--- src/sv/ipv4dq_pkg.sv ---
// ----------------------------------------------------------------------------
// ipv4dq_pkg
// Shared types and character constants for the dotted-quad address checker.
// ----------------------------------------------------------------------------
package ipv4dq_pkg;

   // Character codes and limits
   localparam logic [7:0] DOT_CHAR       = 8'h2E;
   localparam logic [7:0] ZERO_CHAR      = 8'h30;
   localparam logic [7:0] NINE_CHAR      = 8'h39;
   localparam logic [7:0] GROUP_MAX      = 8'd255;
   localparam logic [7:0] LOOPBACK_GROUP = 8'd127;
   localparam logic [3:0] RADIX          = 4'd10;
   localparam logic [1:0] LAST_DOT       = 2'd3;

   // Width of the octet multiply-add before the range check
   localparam int unsigned WIDE_W = 12;

   // Scan state carried from one character to the next
   typedef struct packed {
      logic [7:0] octet_value;
      logic [1:0] dot_count;
      logic       digit_seen;
      logic       any_nonzero;
      logic [7:0] first_group;
      logic       failed;
   } scan_state_type;

endpackage

--- src/sv/ipv4dq_step.sv ---
// ----------------------------------------------------------------------------
// ipv4dq_step
// Per-character update of the scan state and the verdict on the last beat.
// ----------------------------------------------------------------------------
module ipv4dq_step (
   input  ipv4dq_pkg::scan_state_type cur_state,
   input  logic [7:0]                 char_code,
   input  logic                       is_last,
   input  logic                       no_char,
   output ipv4dq_pkg::scan_state_type nxt_state,
   output logic                       emit,
   output logic                       usable
);

   ipv4dq_pkg::scan_state_type upd;
   logic [ipv4dq_pkg::WIDE_W-1:0] digit_val;
   logic [ipv4dq_pkg::WIDE_W-1:0] wide_val;
   logic                          is_dot;
   logic                          is_digit;

   // Decode the character and form octet * 10 + digit
   always_comb begin
      is_dot    = (char_code == ipv4dq_pkg::DOT_CHAR);
      is_digit  = (char_code >= ipv4dq_pkg::ZERO_CHAR) &&
                  (char_code <= ipv4dq_pkg::NINE_CHAR);
      digit_val = ipv4dq_pkg::WIDE_W'(char_code - ipv4dq_pkg::ZERO_CHAR);
      wide_val  = ipv4dq_pkg::WIDE_W'(cur_state.octet_value) *
                  ipv4dq_pkg::WIDE_W'(ipv4dq_pkg::RADIX) + digit_val;
   end

   // Take the character in; once failed, ignore everything until the end
   always_comb begin
      upd = cur_state;
      if (!no_char && !cur_state.failed) begin
         if (is_dot) begin
            if (!cur_state.digit_seen || cur_state.dot_count == ipv4dq_pkg::LAST_DOT) begin
               upd.failed = 1'b1;
            end else begin
               if (cur_state.dot_count == 2'd0) begin
                  upd.first_group = cur_state.octet_value;
               end
               if (cur_state.octet_value != 8'd0) begin
                  upd.any_nonzero = 1'b1;
               end
               upd.dot_count   = cur_state.dot_count + 2'd1;
               upd.octet_value = 8'd0;
               upd.digit_seen  = 1'b0;
            end
         end else if (is_digit) begin
            upd.digit_seen = 1'b1;
            if (wide_val > ipv4dq_pkg::WIDE_W'(ipv4dq_pkg::GROUP_MAX)) begin
               upd.failed = 1'b1;
            end else begin
               upd.octet_value = wide_val[7:0];
            end
         end else begin
            upd.failed = 1'b1;
         end
      end
   end

   // Judge the string and clear the state on the last beat
   always_comb begin
      usable = !upd.failed && upd.digit_seen &&
               (upd.dot_count == ipv4dq_pkg::LAST_DOT) &&
               (upd.any_nonzero || (upd.octet_value != 8'd0)) &&
               (upd.first_group != ipv4dq_pkg::LOOPBACK_GROUP);
      emit      = is_last;
      nxt_state = is_last ? '0 : upd;
   end

endmodule

--- config.mk ---
export PLATFORM = sky130hd
export DESIGN_NAME = ipv4dq_step
export DESIGN_NICKNAME = d
export VERILOG_FILES = /design/src/sv/ipv4dq_pkg.sv /design/src/sv/ipv4dq_step.sv
export SDC_FILE = /design/constraint.sdc
export NUM_CORES = 1
export LEC_CHECK = 0
export ABC_AREA = 1
export ABC_CLOCK_PERIOD_IN_PS = 3390
export BUFFER_PORTS_ARGS = -buffer_cell sky130_fd_sc_hd__clkbuf_2
export CAP_MARGIN = 20
export CORE_UTILIZATION = 35
export DETAILED_ROUTE_END_ITERATION = 8
export PLACE_DENSITY = 0.63
export SLEW_MARGIN = 20
export SYNTH_ARGS = -nofsm -noshare
export SYNTH_HDL_FRONTEND = slang
export SYNTH_SLANG_ARGS = --single-unit
export TNS_END_PERCENT = 10
--- constraint.sdc ---
create_clock -name vclk -period 3.39
set_input_delay 0.1695 -clock vclk [all_inputs]
set_output_delay 0.1695 -clock vclk [all_outputs]
set_load 0.01 [all_outputs]
; ---- After elaboration in Yosys (flattened, before gate mapping)
; Cells that the tools add are included.
[totals]
reg_bits = 0
output_inout_bits = 23
wordCells = 42
[op_classes]
add_sub_neg = 3
multipliers = 1
n_lt_le_gt_ge = 3
n_eq_ne = 4
muxes = 16
reduce_logical = 15
[ops]
columns = operator, count
row1 = $mux W21, 2
row2 = $mux W8, 4
row3 = $mux W20, 1
row4 = $reduce_bool A8 Y1, 2
row5 = $add A12 B12 Y12, 1
row6 = $gt A12 B8 Y1 const B, 1
row7 = $mul A8 B3 Y11 const B, 1
row8 = $mux W9, 1
row9 = $sub A8 B6 Y9 const B, 1
row10 = $eq A8 B6 Y1 const B, 1
row11 = $ge A8 B6 Y1 const B, 1
row12 = $le A8 B6 Y1 const B, 1
row13 = $ne A8 B7 Y1 const B, 1
row14 = $mux W1, 7
row15 = $logic_and A1 B1 Y1, 6
row16 = $eq A2 B2 Y1 const B, 2
row17 = $logic_not A1 Y1, 4
row18 = $add A2 B1 Y2 const B, 1
row19 = $logic_not A2 Y1, 1
row20 = $logic_or A1 B1 Y1, 2
row21 = $mux W2, 1

; ---- Depth between registers and ports, before layout
; Gate-level depths: netlist of the first run.
[depth]
depth_word = 12
depth_mapped = 27
mapped_depth_nobuf = 27

; ---- Least setup slack after synthesis of the first run
; No wires, ideal clock.
[synth_timing]
path_type = input -> output
from = input port cur_state[14] (netlist bit)
to = output port usable
arrival_time_ns = 3.199
required_time_ns = 3.220
setup_slack_ns = 0.022
cell_stages = 24
path_cell_list = ha_1 > ha_1 > fa_1 > nand3_1 > nand2_1 > nand2_1 > nand2_1 > a21oi_1 > xor2_1 > ha_1 > nand2_1 > inv_1 > a21oi_1 > nand3_2 > nand3_1 > nand2_1 > nor2_2 > nand2_2 > buf_6 > o21ai_0 > nand2_1 > nand3_1 > nor2_1 > nor2_1
[synth_via]
elab_chain_cells = 12
elab_cells_between_ends = 23
cone_classes = add/sub (1) / mul (1) / order compare (1) / eq/ne (1) / mux (11) / reduce/logical (8)
[synth_lines]
columns = item, line_no
row1 = start: declaration, ipv4dq_step.sv:6  ; input ipv4dq_pkg::scan_state_type cur_state,
row2 = $mul A8 B3 Y11, ipv4dq_step.sv:27  ; wide_val = ipv4dq_pkg::WIDE_W'(cur_state.octet_value) *
row3 = $add A12 B12 Y12, ipv4dq_step.sv:28  ; ipv4dq_pkg::WIDE_W'(ipv4dq_pkg::RADIX) + digit_val;
row4 = $gt A12 B8 Y1, ipv4dq_step.sv:51  ; if (wide_val > ipv4dq_pkg::WIDE_W'(ipv4dq_pkg::GROUP_MAX)) begin
row5 = $mux W1, ipv4dq_step.sv:51
row6 = $mux W1, ipv4dq_step.sv:49  ; end else if (is_digit) begin
row7 = $mux W1, ipv4dq_step.sv:35  ; if (is_dot) begin
row8 = $mux W21 (*), ipv4dq_step.sv:34  ; if (!no_char && !cur_state.failed) begin
row9 = branches (longest 4 deep; another with $reduce_bool A8 Y1), n/a
row10 = $logic_and A1 B1 Y1 (*), ipv4dq_step.sv:66  ; (upd.any_nonzero || (upd.octet_value != 8'd0)) &&
row11 = end: declaration, ipv4dq_step.sv:12  ; output logic usable
; Every way passes the cells marked *.

; ---- Worst setup path after layout of the first run
[layout_timing]
from = input port cur_state[16] (netlist bit)
to = output port usable
; The elaborated chain is that of the path after synthesis.

==> metrics list, run 1 <==
- For this run, the top clock speed supported by timing is 0.278 GHz.
* Cell type with the highest aggregate area in the netlist: nand2_1
* Post-detailed-route count of antenna-violating nets: 0
* Net count reported at finish: 486
- VDD sags by at most 108 uV.
- The die is 74.1 um tall.
- Met1 track demand over resource in global routing: 0.264
- Of the total power, combinational logic draws 1.000.
- The number of placed instances, taps included, is 485.
* Total via count after detailed routing: 2321
* CP Capture Type: output pin
* Number of failing setup endpoints in the final timing report: 8
- Post-route insts no fill: 492
- For this run, global-route usage on met3 was measured as 0.00813.
- Endpoints failing hold: 0
- Of the total power, registers draw 0.
* Starting utilization of the core area: 0.375
* Global-route wire length before repair: 8810 um
* Most numerous cell on the critical path: nand2_1
- Worst path required time: 3220 ps
- Delay contributed by the slowest stage of the critical path: 360 ps
- Width of the chip: 74.1 um
- Global routing finished with a remaining overflow of 0.
* Areal power density over the cells: 240 nW/um2
- Number of filler instances in the final layout: 482
- Area of the placeable core: 4850 um2
- Dividing the detail-routed wire length by the instance count gives 11.4 um.
- Final critical-path share of the clock period: 1.06
- Hold timing on the final database bottoms out at a slack of 687 ps.
- Run status: finished with violations
- Number of top-level pins: 54
* Warnings from Yosys: 0
- IO buf count: 54
- GRT Max-Usage Layer: met2
- Switching Fraction: 0.553
- Antenna diode count: 0
- Total power for the finished layout comes to 646 uW.
* Transition time at the pin with the least slew margin: 465 ps
* Number of buffers and inverters on the critical path: 3
* Critical-path cell with the highest stage delay: fa_2
* Top cell family by delay on the critical path: simple AND/OR/NAND/NOR gates
- The via count of the first global-routing pass came to 2105.
- Leaving out fill and tap cells, the most frequent cells in the layout are nand2_1, inv_1, clkbuf_2, nor2_1, buf_4.
- Standard-cell row count: 25
- Most common library cell in the layout ignoring fill and taps: nand2_1
- The analysis attributes to net switching a power of 357 uW.
* Clock network fraction of total power: 0
- The number of nets handed over by synthesis was 395.
- The share of synthesized area in the top cell type comes to 0.209.
- Wires add up to 5610 um.
- In the final layout, the share of cells above drive strength 1 is 0.362.
- Summing all non-filler instances in the final layout gives an area of 2690 um2.
* Met2 Track Usage GR: 0.360
- DR DRC count: 0
- Final Max Tran Viols: 0
* Kind of start point of the critical path: input pin
* Setup repair after global routing missed its margin: true
- The area growth from synthesis to layout is 48.0%.
- The internal portion of the total power is 288 uW.
* Top post-synthesis cells by area: nand2_1, ha_1, inv_1
* Maximum number of pins on one net before global-route repair: 23
- After synthesis the cells add up to 1820 um2.
- The layout has 0 clock buffers.
- In the global route stage, overall resource usage came out at 0.199.
* Fraction of the yosys area taken by sequential cells: 0
- Averaged over all synthesized cells, the footprint is 5.41 um2.
- Drt initial violations: 76
* Slew headroom: 0.690
* Kind of critical path: in -> out
- Full die area: 5490 um2
- DP Wirelength: 4480 um
* Tmin final: 3600 ps
- Least setup slack across all paths after layout: -207 ps
* Average vias per placed instance: 4.72
* Crit path max fanout: 6
- Synthesis produced a netlist whose cell count is 336.
* Number of unique standard cell types used by synthesis: 35
* Max-cap check violation count: 0
- The final reports fail on setup timing.
- Antenna violations before repair: 0
- For the worst setup path, the data arrival time is 3430 ps.
- For this design the static power due to leakage is 1.53 nW.
- Sequential cell count: 0
- Area of all sequential standard cells: 0 um2
- In this run the cell area measured after placement is 2390 um2.
* Path type of the worst min-delay path: in -> out
- Count of TritonRoute iterations in the first routing pass: 4
* Routability congestion estimate from global placement: 0.868
worst paths after layout:
path                       from            to  slack [ps]  cells past startpoint
setup / recovery  cur_state[16]        usable        -210                     28
hold / removal     cur_state[1]  nxt_state[1]         690                      4
layer usage:
| layer | vias to the layer above | part of all wire |
|---|---|---|
| met4 | 0 | 0.016 |
| li1 | 1249 | - |
| met5 | - | 0 |
| met3 | 10 | 0.036 |
| met2 | 60 | 0.49 |
| met1 | 1002 | 0.46 |
power by group through the flow:
stage | clock network [mW] | registers, mW | logic (mW)
final | 0 | 0 | 0.646
after global placement | 0 | 0 | 0.532
after detailed placement | 0 | 0 | 0.538
after CTS | 0 | 0 | 0.602
after global routing | 0 | 0 | 0.716
after floorplan | 0 | 0 | 0.340
area by class of cell:
cell class | count | area [um2] | share of cell area
repair buffers | 94 | 589 | 0.219
multi-input cells | 274 | 1800 | 0.670
well taps | 67 | 83.8 | 0.0311
inverters | 57 | 214 | 0.0795
what timing repair did:
item / in CTS / in global routing
gates cloned: 1 / 0
pin swaps: 20 / 25
setup endpoints to repair: 10 / 10
hold buffers: 0 / 0
buffers inserted: 3 / 3
endpoints found under the hold margin: 0 / 0
resized for setup: 27 / 27
kinds of logic (layout without fill, tap and decap cells):
group           after synthesis  in the layout  share of synthesized area
xor+xnor                      9              9                     0.0434
simple gates                188            189                      0.462
compound gates               47             47                      0.151
mux                           1              1                    0.00551
buf+inv                      63            151                      0.138
fa+ha+maj                    28             28                      0.201
synth_stat cells, types with 4 or more instances:
library cell	number
nand2_1	101
nand3_2	4
ha_1	26
xnor2_1	5
a21oi_1	18
nand3_1	16
inv_2	4
xor2_1	4
o21ai_0	14
nor2_2	4
nor2_1	42
nand2_2	7
a31oi_1	5
inv_1	53
nor2_4	5
per-stage QoR:
stage	utilization	TNS (ps)	setup WS [ps]
global route	0.555	-2690	-422
detailed placement	0.493	-3400	-452
global placement	0.493	-2710	-375
finish	0.555	-676	-207
floorplan	-	0	21.8
CTS	0.530	-969	-210
Power figures use the tool's default switching activity.
==> run 2: changes to the inputs <==
--- a/config.mk
+++ b/config.mk
@@ -9,6 +9,7 @@
 export ABC_CLOCK_PERIOD_IN_PS = 3390
 export BUFFER_PORTS_ARGS = -buffer_cell sky130_fd_sc_hd__clkbuf_2
 export CAP_MARGIN = 20
+export CORE_MARGIN = 1.5
 export CORE_UTILIZATION = 35
 export DETAILED_ROUTE_END_ITERATION = 8
 export PLACE_DENSITY = 0.63
==> metrics list, run 2 (same netlist as run 1, synthesis figures left out) <==
- The run finished, with violations left.
- Failing checks: setup timing
- Critical-path cell with the highest stage delay: fa_2
- Maximum number of pins on one net before global-route repair: 23 (unchanged)
* DR DRC count: 0 (unchanged)
- The relative slew slack was 0.684 (-0.00551).
* Hold path depth: 4 (unchanged)
* Kind of start point of the critical path: input pin
- Switching Fraction: 0.553 (about the same)
- Pleak: 1.54 nW (+0.98%)
- Total Wirelength: 5720 um (+2.1%)
- The final count of negative-setup-slack endpoints is 10 (+2).
- The top-level I/O count was 54 (unchanged).
- Sequential power share: 0 (unchanged)
- The number of antenna violations at the first check in global routing came to 0 (unchanged).
* Worst path required time: 3220 ps (about the same)
- Number of buffers inserted for hold repair after clock tree synthesis: 0 (unchanged)
* Highest attainable clock frequency: 0.275 GHz (-1.0%)
* WL/cell: 11.5 um (+1.0%)
* P_int: 293 uW (+1.7%)
- Vertical die dimension: 75.1 um (+1.4%)
- Remaining Overflow, GRT: 0 (unchanged)
* Switching power of the nets: 363 uW (+1.5%)
- The maximum fanout count along the critical path is 6 (unchanged).
* Clock network fraction of total power: 0 (unchanged)
* Full die area: 5640 um2 (+2.7%)
- The total inserted antenna cells came to 0 (unchanged).
- The post-route cell area came to 2740 um2 (+1.7%).
- Total global-route track usage: 0.204 (+0.00515)
- Total via count after detailed routing: 2347 (+1.1%)
* Area of all sequential standard cells: 0 um2 (unchanged)
- The final sequential cell count came to 0 (unchanged).
- Path type of the worst min-delay path: in -> out
- CP Capture Type: output pin
* Via count of the first global-routing pass: 2050 (-2.6%)
* Standard-cell row count: 26 (+4.0%)
- The number of max-slew violations in the final report came to 0 (unchanged).
* Global-route wire length before repair: 9180 um (+4.2%)
* Share of final-layout standard cells stronger than drive strength 1: 0.396 (+0.0334)
- The measured slew at the worst slew-check pin came to 473 ps (+8.26 ps).
* IO buf count: 54 (unchanged)
- The power density over cell area was 240 nW/um2 (-0.14%).
- The number of violations reported at the end of detailed-routing iteration 0 was 72 (-5.3%).
- Number of clock buffer instances in the layout: 0 (unchanged)
- Number of buffers and inverters on the critical path: 5 (+2)
- The hold violation count in the final report came to 0 (unchanged).
- The count of TritonRoute iterations in the first routing pass is 4 (unchanged).
* Final critical-path share of the clock period: 1.07 (+0.0111)
* Highest-count cells in the layout ignoring fill and taps: nand2_1, inv_1, clkbuf_2, buf_4, nor2_1
- List of cells traversed by the critical path: buf_8 > ha_4 > ha_4 > fa_2 > buf_4 > buf_4 > xor2_1 > ha_1 > nand2_1 > nor2_1 > nand3_2 > nand3_2 > inv_2 > nand2_2 > nand2_2 > nor2_4 > nand2_4 > o21ai_2 > nand2_1 > nand2_1 > nand3_2 > nor2_2 > nor2_1 > buf_2
- Starting utilization of the core area: 0.361 (-0.0144)
- The arrival time reported for the critical path endpoint is 3460 ps (+30 ps).
- The time the final worst path needs with I/O delays and setup was 3630 ps (+37.7 ps).
- The number of nets in the finished design is 488 (+0.41%).
* Most common library cell in the layout ignoring fill and taps: nand2_1
- The slack of the critical path was -244 ps (-37.7 ps).
- The combinational group share of total power came to 1.000 (about the same).
- The die span in x came to 75.1 um (+1.4%).
- Top cell family by delay on the critical path: simple AND/OR/NAND/NOR gates
- The placer's final routability congestion estimate is 0.931 (+7.2%).
- Average vias per placed instance: 4.72 (+0.10%)
* Max-cap check violation count: 0 (unchanged)
- Maximum vdd ir drop: 115 uV (+6.6%)
- Post-DP Area: 2420 um2 (+1.1%)
- The sum of net half-perimeters after detailed placement is 4580 um (+2.3%).
- Delay contributed by the slowest stage of the critical path: 350 ps (about the same)
- Post-detailed-route count of antenna-violating nets: 0 (unchanged)
- The area of the core region was 5040 um2 (+4.0%).
- The final setup TNS is -1270 ps (-591 ps).
- The number of filler instances in the final layout came to 518 (+7.5%).
- Compared with the post-synthesis result, the final layout area differs by 50.6%.
- Cell count along the critical path: 24 (-14%)
- The worst setup path is of the in -> out kind.
* Setup repair after global routing missed its margin: true
[run 2: worst paths after layout]
kind	slack [ps]	to	start
worst max-delay path	-240	usable	cur_state[14]
worst min-delay path	690	nxt_state[1]	cur_state[1]
[run 2: metal layers]
layer	vias up	routed length (um)	track usage
li1	1249	-	-
met2	42	2870	0.371
met5	-	0	0
met3	10	156	0.00669
met1	1046	2570	0.271
met4	0	126	0.0364
[run 2: what timing repair did]
action / 4_1_cts / 5_1_grt
gates cloned: 1 / 0
gates resized for setup: 30 / 34
endpoints found under the setup margin: 10 / 10
pin swaps: 26 / 26
buffers inserted: 4 / 1
endpoints found under the hold margin: 0 / 0
[run 2: cell type report]
| class | count | area [um2] | area share |
|---|---|---|---|
| well taps | 70 | 87.6 | 0.0320 |
| multi-input cells | 274 | 1830 | 0.668 |
| inverters | 57 | 214 | 0.0782 |
| repair buffers | 96 | 608 | 0.222 |
[run 2: per-stage QoR]
stage           util  worst slack, ps  std cells  power, mW  hold WS, ps
4_1_cts        0.520             -205        496      0.617          687
5_1_grt        0.543             -421        497      0.723          731
6_report       0.543             -244        497      0.656          689
3_5_place_dp   0.479             -492        491      0.547          686
3_3_place_gp   0.479             -372        491      0.542          692
2_1_floorplan      -             21.8        336      0.340          383
[run 2: power by group through the flow]
stage | clock network (mW) | registers [mW] | logic (mW)
3_5_place_dp | 0 | 0 | 0.547
3_3_place_gp | 0 | 0 | 0.542
2_1_floorplan | 0 | 0 | 0.340
5_1_grt | 0 | 0 | 0.723
6_report | 0 | 0 | 0.656
4_1_cts | 0 | 0 | 0.617
==> run 3: changes to the inputs <==
--- a/config.mk
+++ b/config.mk
@@ -6,13 +6,15 @@
 export NUM_CORES = 1
 export LEC_CHECK = 0
 export ABC_AREA = 1
-export ABC_CLOCK_PERIOD_IN_PS = 3390
+export ABC_CLOCK_PERIOD_IN_PS = 4470
 export BUFFER_PORTS_ARGS = -buffer_cell sky130_fd_sc_hd__clkbuf_2
 export CAP_MARGIN = 20
 export CORE_MARGIN = 1.5
 export CORE_UTILIZATION = 35
 export DETAILED_ROUTE_END_ITERATION = 8
-export PLACE_DENSITY = 0.63
+export GPL_TIMING_DRIVEN = 0
+export PLACE_DENSITY = 0.61
+export SETUP_SLACK_MARGIN = 0.5
 export SLEW_MARGIN = 20
 export SYNTH_ARGS = -nofsm -noshare
 export SYNTH_HDL_FRONTEND = slang
==> constraint.sdc (replaced) <==
create_clock -name vclk -period 4.47
set_input_delay 0.2235 -clock vclk [all_inputs]
set_output_delay 0.2235 -clock vclk [all_outputs]
set_load 0.01 [all_outputs]
==> metrics list, run 3 (same netlist as run 1, synthesis figures left out) <==
- The run finished with clean final reports.
- From synthesis to final layout, the design area changed by 30.7%.
* Setup repair after global routing missed its margin: false
- The fraction of power spent switching nets came to 0.600 (+0.0471).
* Drt initial violations: 89 (+24%)
- Number of clock buffer instances in the layout: 0 (unchanged)
- The pin count of the biggest net entering global routing came to 11 (-52%).
* Total via count after detailed routing: 2172 (-7.5%)
* Share of final-layout standard cells stronger than drive strength 1: 0.295 (-0.101)
* Standard-cell row count: 26 (unchanged)
- Antenna violations before repair: 0 (unchanged)
- Average vias per placed instance: 4.65 (-1.5%)
- Vertical die dimension: 75.1 um (unchanged)
- The post-route cell area came to 2380 um2 (-13%).
- Worst path required time: 4250 ps (+1030 ps)
- The arrival time reported for the critical path endpoint was 3570 ps (+110 ps).
* Fin util: 0.471 (-0.0717)
* Sequential power share: 0 (unchanged)
- Dividing the final minimum period by the clock period gives 0.848.
- Counting I/O delays and the setup requirement, the final critical path takes 3790 ps.
- The standby leakage power came to 1.36 nW (-12%).
* Hold path depth: 3 (-1)
- Starting utilization of the core area: 0.361 (unchanged)
- Slew headroom: 0.712 (+0.0271)
- WL/cell: 10.9 um (-5.0%)
* Post-detailed-route count of antenna-violating nets: 0 (unchanged)
- Startpoint of the tightest hold check path: is_last
- Static timing analysis puts the maximum clock frequency at 0.264 GHz.
* Net count reported at finish: 458 (-6.1%)
* Via count of the first global-routing pass: 1770 (-14%)
* Post-DP Area: 2180 um2 (-10%)
* Final Max Tran Viols: 0 (unchanged)
- The placer's final routability congestion estimate was 0.833 (-11%).
* Clock network fraction of total power: 0 (unchanged)
- The total inserted antenna cells was 0 (unchanged).
* DR DRC count: 0 (unchanged)
- IO buf count: 54 (unchanged)
- The worst hold path belongs to the class in -> out.
- CP Capture Type: output pin
- Endpoints failing hold: 0 (unchanged)
- The die span in x was 75.1 um (unchanged).
* Transition time at the pin with the least slew margin: 433 ps (-40.1 ps)
- Combinational fraction of design power: 1.000 (about the same)
- Total global-route track usage: 0.173 (-0.0312)
* Crit path max fanout: 6 (unchanged)
* Areal power density over the cells: 165 nW/um2 (-31%)
- Sequential cell count: 0 (unchanged)
- Most numerous cell on the critical path: nand2_2
- Area of the placeable core: 5040 um2 (unchanged)
- The overall die area came to 5640 um2 (unchanged).
- Delay contributed by the slowest stage of the critical path: 370 ps (+20 ps)
- DP Wirelength: 4220 um (-7.8%)
- Total Wirelength: 5110 um (-11%)
- Max-cap check violation count: 0 (unchanged)
- Number of buffers inserted for hold repair after clock tree synthesis: 0 (unchanged)
- In the layout the commonest cells are nand2_1, inv_1, clkbuf_2, nor2_1, ha_1.
* Sum of negative setup slack: 0 ps (+1270 ps)
* Remaining Overflow, GRT: 0 (unchanged)
* Kind of critical path: in -> out
* Most common library cell in the layout ignoring fill and taps: nand2_1
* Critical-path cell with the highest stage delay: fa_2
* P_int: 157 uW (-47%)
- Count of TritonRoute iterations in the first routing pass: 4 (unchanged)
- Kind of start point of the critical path: input pin
- The wire length of the first global-routing pass was 7820 um (-15%).
- Maximum vdd ir drop: 63.3 uV (-45%)
* Area of all sequential standard cells: 0 um2 (unchanged)
* Switching power of the nets: 235 uW (-35%)
* Number of top-level pins: 54 (unchanged)
- End of the worst hold path: nxt_state[19]
- The final count of negative-setup-slack endpoints was 0 (-10).
-- run 3: cell count changes in the layout (fill, tap and decap cells not counted), moves of 3 or more --
cell / delta
o21ai_2: -3
ha_2: +3
nand2_2: -9
ha_4: -3
clkbuf_2: +4
buf_4: -33
o21ai_1: +3
nand3_2: -3
nand3_1: +3
nand2_1: +10
-- run 3: worst max path at each step --
stage | startpoint | endpoint | slack (ps) | cells after the start
6_report | cur_state[16] | usable | 680 | 26
5_1_grt | cur_state[15] | usable | 450 | 29
4_1_cts | cur_state[14] | usable | 510 | 27
3_5_place_dp | cur_state[14] | usable | 300 | 27
3_3_place_gp | cur_state[14] | usable | 310 | 27
2_1_floorplan | cur_state[14] | usable | 990 | 24
-- run 3: layout make-up --
type	instances	area (um2)
Multi-Input combinational cell	273	1700
Buffer	6	36.3
Tap cell	70	87.6
Fill cell	561	2670
Timing Repair Buffer	61	335
Inverter	57	214
-- run 3: power groups by stage --
stage | sequential (mW) | combinational, mW | clock, mW
CTS | 0 | 0.351 | 0
finish | 0 | 0.391 | 0
global placement | 0 | 0.340 | 0
detailed placement | 0 | 0.342 | 0
floorplan | 0 | 0.258 | 0
global route | 0 | 0.441 | 0
-- run 3: repair_timing --
item,4_1_cts,5_1_grt
pin swaps,7,14
hold endpoints to repair,0,0
gates resized for setup,6,32
gates cloned,0,1
setup buffers,2,4
endpoints found under the setup margin,5,5
-- run 3: per-stage QoR --
step,power (mW),std cells,hold slack [ps],worst slack (ps)
after floorplan,0.258,336,491,994
after global placement,0.340,460,729,305
after detailed placement,0.342,460,732,302
after CTS,0.351,462,732,509
after global routing,0.441,467,749,454
final,0.391,467,730,679
-- run 3: per-layer routing --
metal,share of wire,vias up,track usage
met3,0.029,0,0.00268
met2,0.49,40,0.297
met4,0,0,0
met5,0,-,0
met1,0.48,948,0.258
li1,-,1184,-
-- run 3: worst max-delay path, delay by kind of cell --
family	cells	cell delay (ps)
buffers and inverters	4	460
AO/OA/AOI/OAI	3	480
adder cells (fa/ha/maj)	4	1050
AND/OR/NAND/NOR	14	1140
XOR/XNOR	1	220
